--- config.mk ---
export PLATFORM = sky130hd
export DESIGN_NAME = wlce_ctrl
export DESIGN_NICKNAME = d
export VERILOG_FILES = /design/src/wlce_pkg.sv /design/src/wlce_ctrl.sv
export SDC_FILE = /design/constraint.sdc
export NUM_CORES = 1
export LEC_CHECK = 0
export BUFFER_PORTS_ARGS = -buffer_cell sky130_fd_sc_hd__buf_2
export CELL_PAD_IN_SITES_DETAIL_PLACEMENT = 0
export CELL_PAD_IN_SITES_GLOBAL_PLACEMENT = 2
export CORE_UTILIZATION = 25
export DETAILED_ROUTE_END_ITERATION = 8
export PLACE_DENSITY_LB_ADDON = 0.1
export SYNTH_ARGS = -nofsm -noshare
export SYNTH_HDL_FRONTEND = slang
export SYNTH_SLANG_ARGS = --single-unit
--- constraint.sdc ---
create_clock -name clk -period 1.5 [get_ports clk]
set_input_delay 0 -clock clk [delete_from_list [all_inputs] [get_ports clk]]
set_output_delay 0 -clock clk [all_outputs]
set_load 0.02 [all_outputs]
--- src/wlce_pkg.sv ---
package wlce_pkg;

  localparam int NPTS   = 1024;
  localparam int NDIM   = 16;
  localparam int IDX_W  = 10;
  localparam int DIM_W  = 4;
  localparam int ADDR_W = IDX_W + DIM_W;
  localparam int CRD_W  = 16;
  localparam int SZ_W   = 11;
  localparam int SUM_W  = SZ_W + 1;
  localparam int DIST_W = 47;
  localparam int ACC_W  = 37;
  localparam int NUM_W  = 64;
  localparam int MAG_W  = 28;
  localparam int CFG_W  = 5;
  localparam int OP_W   = 3;
  localparam int STEP_W = 5;

  localparam logic [OP_W-1:0] OP_WCOORD = 3'd0;
  localparam logic [OP_W-1:0] OP_WSIZE  = 3'd1;
  localparam logic [OP_W-1:0] OP_SQ     = 3'd2;
  localparam logic [OP_W-1:0] OP_WARD   = 3'd3;
  localparam logic [OP_W-1:0] OP_MERGE  = 3'd4;

  localparam logic [CFG_W-1:0]  DIM_RESET   = 5'd16;
  localparam logic [STEP_W-1:0] WARD_STEPS  = 5'd16;
  localparam logic [STEP_W-1:0] MERGE_STEPS = 5'd7;

  typedef struct packed {
    logic latch;
    logic wr_coord;
    logic wr_size;
    logic size_rd;
    logic k_clr;
    logic k_inc;
    logic rd_issue;
    logic diff_ld;
    logic acc_clr;
    logic acc_add;
    logic m_ld;
    logic p_lo;
    logic p_hi;
    logic div_ward;
    logic div_merge;
    logic ma_ld;
    logic mb_add;
    logic wr_merge;
    logic wr_merge_size;
    logic load_out;
    logic out_ward;
  } cmd_t;

  typedef struct packed {
    logic n_zero;
    logic k_last;
    logic s_zero;
    logic ward_zero;
    logic div_done;
    logic out_busy;
  } status_t;

endpackage

--- src/wlce_ctrl.sv ---
module wlce_ctrl (
  input  logic                         clk,
  input  logic                         rst_n,
  input  logic                         in_valid,
  input  logic [wlce_pkg::OP_W-1:0]    in_opcode,
  output logic                         in_stall,
  input  wlce_pkg::status_t            st,
  output wlce_pkg::cmd_t               cmd
);

  localparam logic [4:0] S_IDLE = 5'd0;
  localparam logic [4:0] S_WC   = 5'd1;
  localparam logic [4:0] S_WS   = 5'd2;
  localparam logic [4:0] S_SIZE = 5'd3;
  localparam logic [4:0] S_CHK  = 5'd4;
  localparam logic [4:0] S_RD   = 5'd5;
  localparam logic [4:0] S_DIFF = 5'd6;
  localparam logic [4:0] S_ACC  = 5'd7;
  localparam logic [4:0] S_M1   = 5'd8;
  localparam logic [4:0] S_PLO  = 5'd9;
  localparam logic [4:0] S_PHI  = 5'd10;
  localparam logic [4:0] S_WST  = 5'd11;
  localparam logic [4:0] S_WDIV = 5'd12;
  localparam logic [4:0] S_MA   = 5'd13;
  localparam logic [4:0] S_MB   = 5'd14;
  localparam logic [4:0] S_MST  = 5'd15;
  localparam logic [4:0] S_MDIV = 5'd16;
  localparam logic [4:0] S_MSZ  = 5'd17;
  localparam logic [4:0] S_PUSH = 5'd18;

  logic [4:0] state_r, state_nxt;
  logic [wlce_pkg::OP_W-1:0] op_r, op_nxt;
  logic accept;

  assign in_stall = (state_r != S_IDLE);
  assign accept   = in_valid && !in_stall;

  always_comb begin
    state_nxt = state_r;
    op_nxt    = op_r;
    cmd       = '0;
    cmd.out_ward = (op_r == wlce_pkg::OP_WARD);
    case (state_r)
      S_IDLE: begin
        if (accept) begin
          cmd.latch = 1'b1;
          op_nxt    = in_opcode;
          case (in_opcode)
            wlce_pkg::OP_WCOORD: state_nxt = S_WC;
            wlce_pkg::OP_WSIZE:  state_nxt = S_WS;
            wlce_pkg::OP_SQ,
            wlce_pkg::OP_WARD,
            wlce_pkg::OP_MERGE:  state_nxt = S_SIZE;
            default:             state_nxt = S_IDLE;
          endcase
        end
      end
      S_WC: begin
        cmd.wr_coord = 1'b1;
        state_nxt    = S_IDLE;
      end
      S_WS: begin
        cmd.wr_size = 1'b1;
        state_nxt   = S_IDLE;
      end
      S_SIZE: begin
        cmd.size_rd = 1'b1;
        cmd.k_clr   = 1'b1;
        cmd.acc_clr = 1'b1;
        state_nxt   = S_CHK;
      end
      S_CHK: begin
        if (op_r == wlce_pkg::OP_MERGE) begin
          state_nxt = (st.s_zero || st.n_zero) ? S_MSZ : S_RD;
        end else if (op_r == wlce_pkg::OP_WARD) begin
          if (st.ward_zero) begin
            state_nxt = S_PUSH;
          end else begin
            state_nxt = st.n_zero ? S_M1 : S_RD;
          end
        end else begin
          state_nxt = st.n_zero ? S_PUSH : S_RD;
        end
      end
      S_RD: begin
        cmd.rd_issue = 1'b1;
        state_nxt    = (op_r == wlce_pkg::OP_MERGE) ? S_MA : S_DIFF;
      end
      S_DIFF: begin
        cmd.diff_ld = 1'b1;
        state_nxt   = S_ACC;
      end
      S_ACC: begin
        cmd.acc_add = 1'b1;
        cmd.k_inc   = 1'b1;
        if (st.k_last) begin
          state_nxt = (op_r == wlce_pkg::OP_WARD) ? S_M1 : S_PUSH;
        end else begin
          state_nxt = S_RD;
        end
      end
      S_M1: begin
        cmd.m_ld  = 1'b1;
        state_nxt = S_PLO;
      end
      S_PLO: begin
        cmd.p_lo  = 1'b1;
        state_nxt = S_PHI;
      end
      S_PHI: begin
        cmd.p_hi  = 1'b1;
        state_nxt = S_WST;
      end
      S_WST: begin
        cmd.div_ward = 1'b1;
        state_nxt    = S_WDIV;
      end
      S_WDIV: begin
        if (st.div_done) state_nxt = S_PUSH;
      end
      S_MA: begin
        cmd.ma_ld = 1'b1;
        state_nxt = S_MB;
      end
      S_MB: begin
        cmd.mb_add = 1'b1;
        state_nxt  = S_MST;
      end
      S_MST: begin
        cmd.div_merge = 1'b1;
        state_nxt     = S_MDIV;
      end
      S_MDIV: begin
        if (st.div_done) begin
          cmd.wr_merge = 1'b1;
          cmd.k_inc    = 1'b1;
          state_nxt    = st.k_last ? S_MSZ : S_RD;
        end
      end
      S_MSZ: begin
        cmd.wr_merge_size = 1'b1;
        state_nxt         = S_IDLE;
      end
      S_PUSH: begin
        if (!st.out_busy) begin
          cmd.load_out = 1'b1;
          state_nxt    = S_IDLE;
        end
      end
      default: state_nxt = S_IDLE;
    endcase
  end

  always_ff @(posedge clk) begin
    if (!rst_n) begin
      state_r <= S_IDLE;
      op_r    <= wlce_pkg::OP_WCOORD;
    end else begin
      state_r <= state_nxt;
      op_r    <= op_nxt;
    end
  end

  a_load_free: assert property (@(posedge clk) disable iff (!rst_n)
    cmd.load_out |-> !st.out_busy) else $error("result loaded over a held item");

  a_one_write: assert property (@(posedge clk) disable iff (!rst_n)
    $onehot0({cmd.wr_coord, cmd.wr_merge})) else $error("centroid write port conflict");

  a_query_walk: assert property (@(posedge clk) disable iff (!rst_n)
    accept && (in_opcode == wlce_pkg::OP_SQ || in_opcode == wlce_pkg::OP_WARD)
    |=> state_r == S_SIZE) else $error("query did not start size read");

  a_ward_div: assert property (@(posedge clk) disable iff (!rst_n)
    cmd.div_ward |-> op_r == wlce_pkg::OP_WARD) else $error("ward divide on wrong opcode");

endmodule
==> flow_metrics.py <==
metrics = {
    "clock_tree": {
        "clk_latency_ns": 0.26,
        "cts_tree": "done",
        "htree_levels": 1,
        "cts_num_sinks": 8,
        "path_clk_slew_ns": 0.06,
        "clock-root-buffer": "clkbuf_4",
        "cts_buffers": 3,
        "clock_path_buffers": 2,
    },
    "power": {
        "power.internal_w": 0.0004090,
        "vdd_drop_max_mv": 0.3247,
        "switchingPower_w": 0.0002117,
        "p_leak_nw": 0.6315,
        "switching_share_pct": 34.11,
        "seqPwrFrac_pct": 37.6,
        "pwr-share-comb_pct": 35.0,
        "pwr-share-clk_pct": 27.4,
        "power_density_nw_per_um2": 415.8,
        "p_total_w": 0.0006206,
    },
    "sta": {
        "finalSetupViolCount": 0,
        "rsz0062_at_grt": "true",
        "fin_crit_sh_pct": 99.93,
        "slew_violations": 0,
        "fin_crit_ns": 1.499,
        "skew_ns": 0.004472,
        "slew_headroom_pct": 64.49,
        "max_freq_mhz": 667.2,
        "finalSetupTns_ns": 0,
        "final-hold-violation-count": 0,
        "whs_ns": 0.01484,
        "tightest_slew_ns": 0.5260,
    },
    "cells_and_area": {
        "regArea_um2": 176.4,
        "n_antenna_cell": 0,
        "area_growth_pct": 66.16,
        "layout.cells.non_filler": 228,
        "nets": 196,
        "design_area_um2": 1493,
        "multi_input_area_um2": 804.5,
        "fill_cells": 364,
        "drive_above_1_share_pct": 53.85,
    },
    "synth": {
        "synth-edff-count": 0,
        "yosysTopAreaCell": "dfxtp_1",
        "synth_top_area_share_pct": 17.83,
        "synth_cell_type_count": 46,
        "synth_flop_cell": "dfxtp_1",
        "async_flop_share_pct": 0,
        "synth-seq-cells": 8,
        "netlist_area_um2": 898.4,
        "synth_area_leaders": "dfxtp_1 (18%), nor2_1 (7.1%), nand2_1 (5.4%)",
        "synth_cells": 129,
        "ys_seq_area_share_pct": 17.83,
        "syn_avg_cell_area_um2": 6.964,
        "ys_warn_count": 0,
        "yosysMostFrequentCell": "nor2_1",
        "synth_fp_nets": 141,
        "yosys-top-cells-count": "nor2_1 (17), nand2_1 (13), dfxtp_1 (8)",
    },
    "placed_design": {
        "routabilityCongestion": 0.8861,
        "post-place-cells": 220,
        "place_area_um2": 1254,
        "place_hpwl_mm": 2.459,
        "io_buffers": 33,
    },
    "floorplan": {
        "fp.dieH_um": 61.95,
        "die_x_um": 61.95,
        "ios": 34,
        "die-area_um2": 3837,
        "start_util_pct": 26.50,
        "core_area_um2": 3390,
        "num_rows": 21,
    },
    "global_route": {
        "antenna_found_initial": 0,
        "grt_pass1_wl_mm": 4.698,
        "grt.total_usage_pct": 17.08,
        "grt_max_degree": 20,
        "grt_overflow": 0,
        "grt_pass1_vias": 989,
    },
    "drt": {
        "drt_iter0_markers": 36,
        "drt_pass1_iterations": 4,
        "via_per_inst": 5.000,
        "routed_wl_mm": 3.202,
        "ant_nets": 0,
        "drc": 0,
        "wl_per_cell_um": 14.04,
        "num_vias": 1140,
    },
    "setup_path": {
        "cp.arrival_ns": 1.62,
        "worst_setup_path_end_kind": "flop",
        "startpoint_type": "flop",
        "critPathKind": "reg2reg",
        "cp_max_fo": 6,
        "cp.required_ns": 1.62,
    },
    "status": {
        "outcome": "complete, no violations",
    },
    "min_path": {
        "hold_path_class": "in2reg",
    },
    "job": {
        "drv_cap": 0,
    },
}
timing repair:
action	CTS	global route
hold buffers	0	0
pin swaps	0	4
setup endpoints to repair	17	10
buffers inserted	3	2
gates resized for setup	17	32
final cells by class:
type | count | share of cell area, %
multi-input combinational | 108 | 53.90
timing repair buffer | 60 | 28.16
sequential | 8 | 11.82
tap | 46 | 3.856
clock buffer | 3 | 1.509
inverter | 3 | 0.7544
path summary, 6_finish.rpt:
kind	startpoint	end	slack, ns	cells after the start
worst min register to register	op_r[2]	op_r[2]	0.58	2
worst max register to register	state_r[2]	state_r[3]	0.001	5
worst min-delay path	in_opcode[0]	op_r[0]	0.01	3
worst max-delay path	state_r[2]	state_r[3]	0.001	5
flip-flops by register name, summed over array words and instances (netlist names):
name,cells
state_r,5
op_r,3
per-stage QoR:
| step | util (%) | worst slack, ns |
|---|---|---|
| finish | 44.04 | 0.001121 |
| global route | 44.04 | -0.06147 |
| CTS | 39.39 | -0.007130 |
| detailed placement | 36.99 | -0.1065 |
| global placement | 36.99 | -0.07897 |
| floorplan | - | 0.01689 |
worst max-delay path, stage by stage (launching register included):
cell	delay, ns
dfxtp_4	0.38
buf_6	0.14
buf_4	0.13
nor2b_1	0.12
o311ai_0	0.46
a31oi_1	0.15
logic make-up after synthesis:
family	share of synthesized area [%]
buffers and inverters	7.520
AOI/OAI and AO/OA	21.03
muxes	4.457
xor gates and xnor gates	1.950
and+or+nand+nor	47.21
DFF	17.83
cell usage in the layout (no fill, tap or decap), drive strengths merged, types with 2 or more instances in the layout:
cell type and instances:
a211oi 2, a21oi 2, a31oi 4, and2 2, and2b 2, and3 3
buf 60, clkbuf 3, dfxtp 8, inv 3, mux2i 4, nand2 13
nand2b 4, nand3 6, nand4 3, nor2 18, nor2b 3, nor3 8
nor3b 4, nor4 2, o21ai 7, o22ai 2, or2 2, or3 2
power groups by stage:
stage,logic (W),clock network [W],registers (W)
floorplan,0.000115,0,0.000234
global placement,0.000195,0,0.000240
detailed placement,0.000195,0,0.000241
CTS,0.000201,0.000182,0.000235
global route,0.000237,0.000194,0.000235
finish,0.000217,0.000170,0.000233
metal layers:
metal / vias to the layer above / wire [um] / global-route usage [%]
li1: 580 / - / -
met1: 529 / 1430 / 21.39
met2: 24 / 1604 / 28.72
met3: 7 / 101 / 2.692
met4: 0 / 66 / 7.619
met5: - / 0 / 0
(Power assumes the default switching activity.)
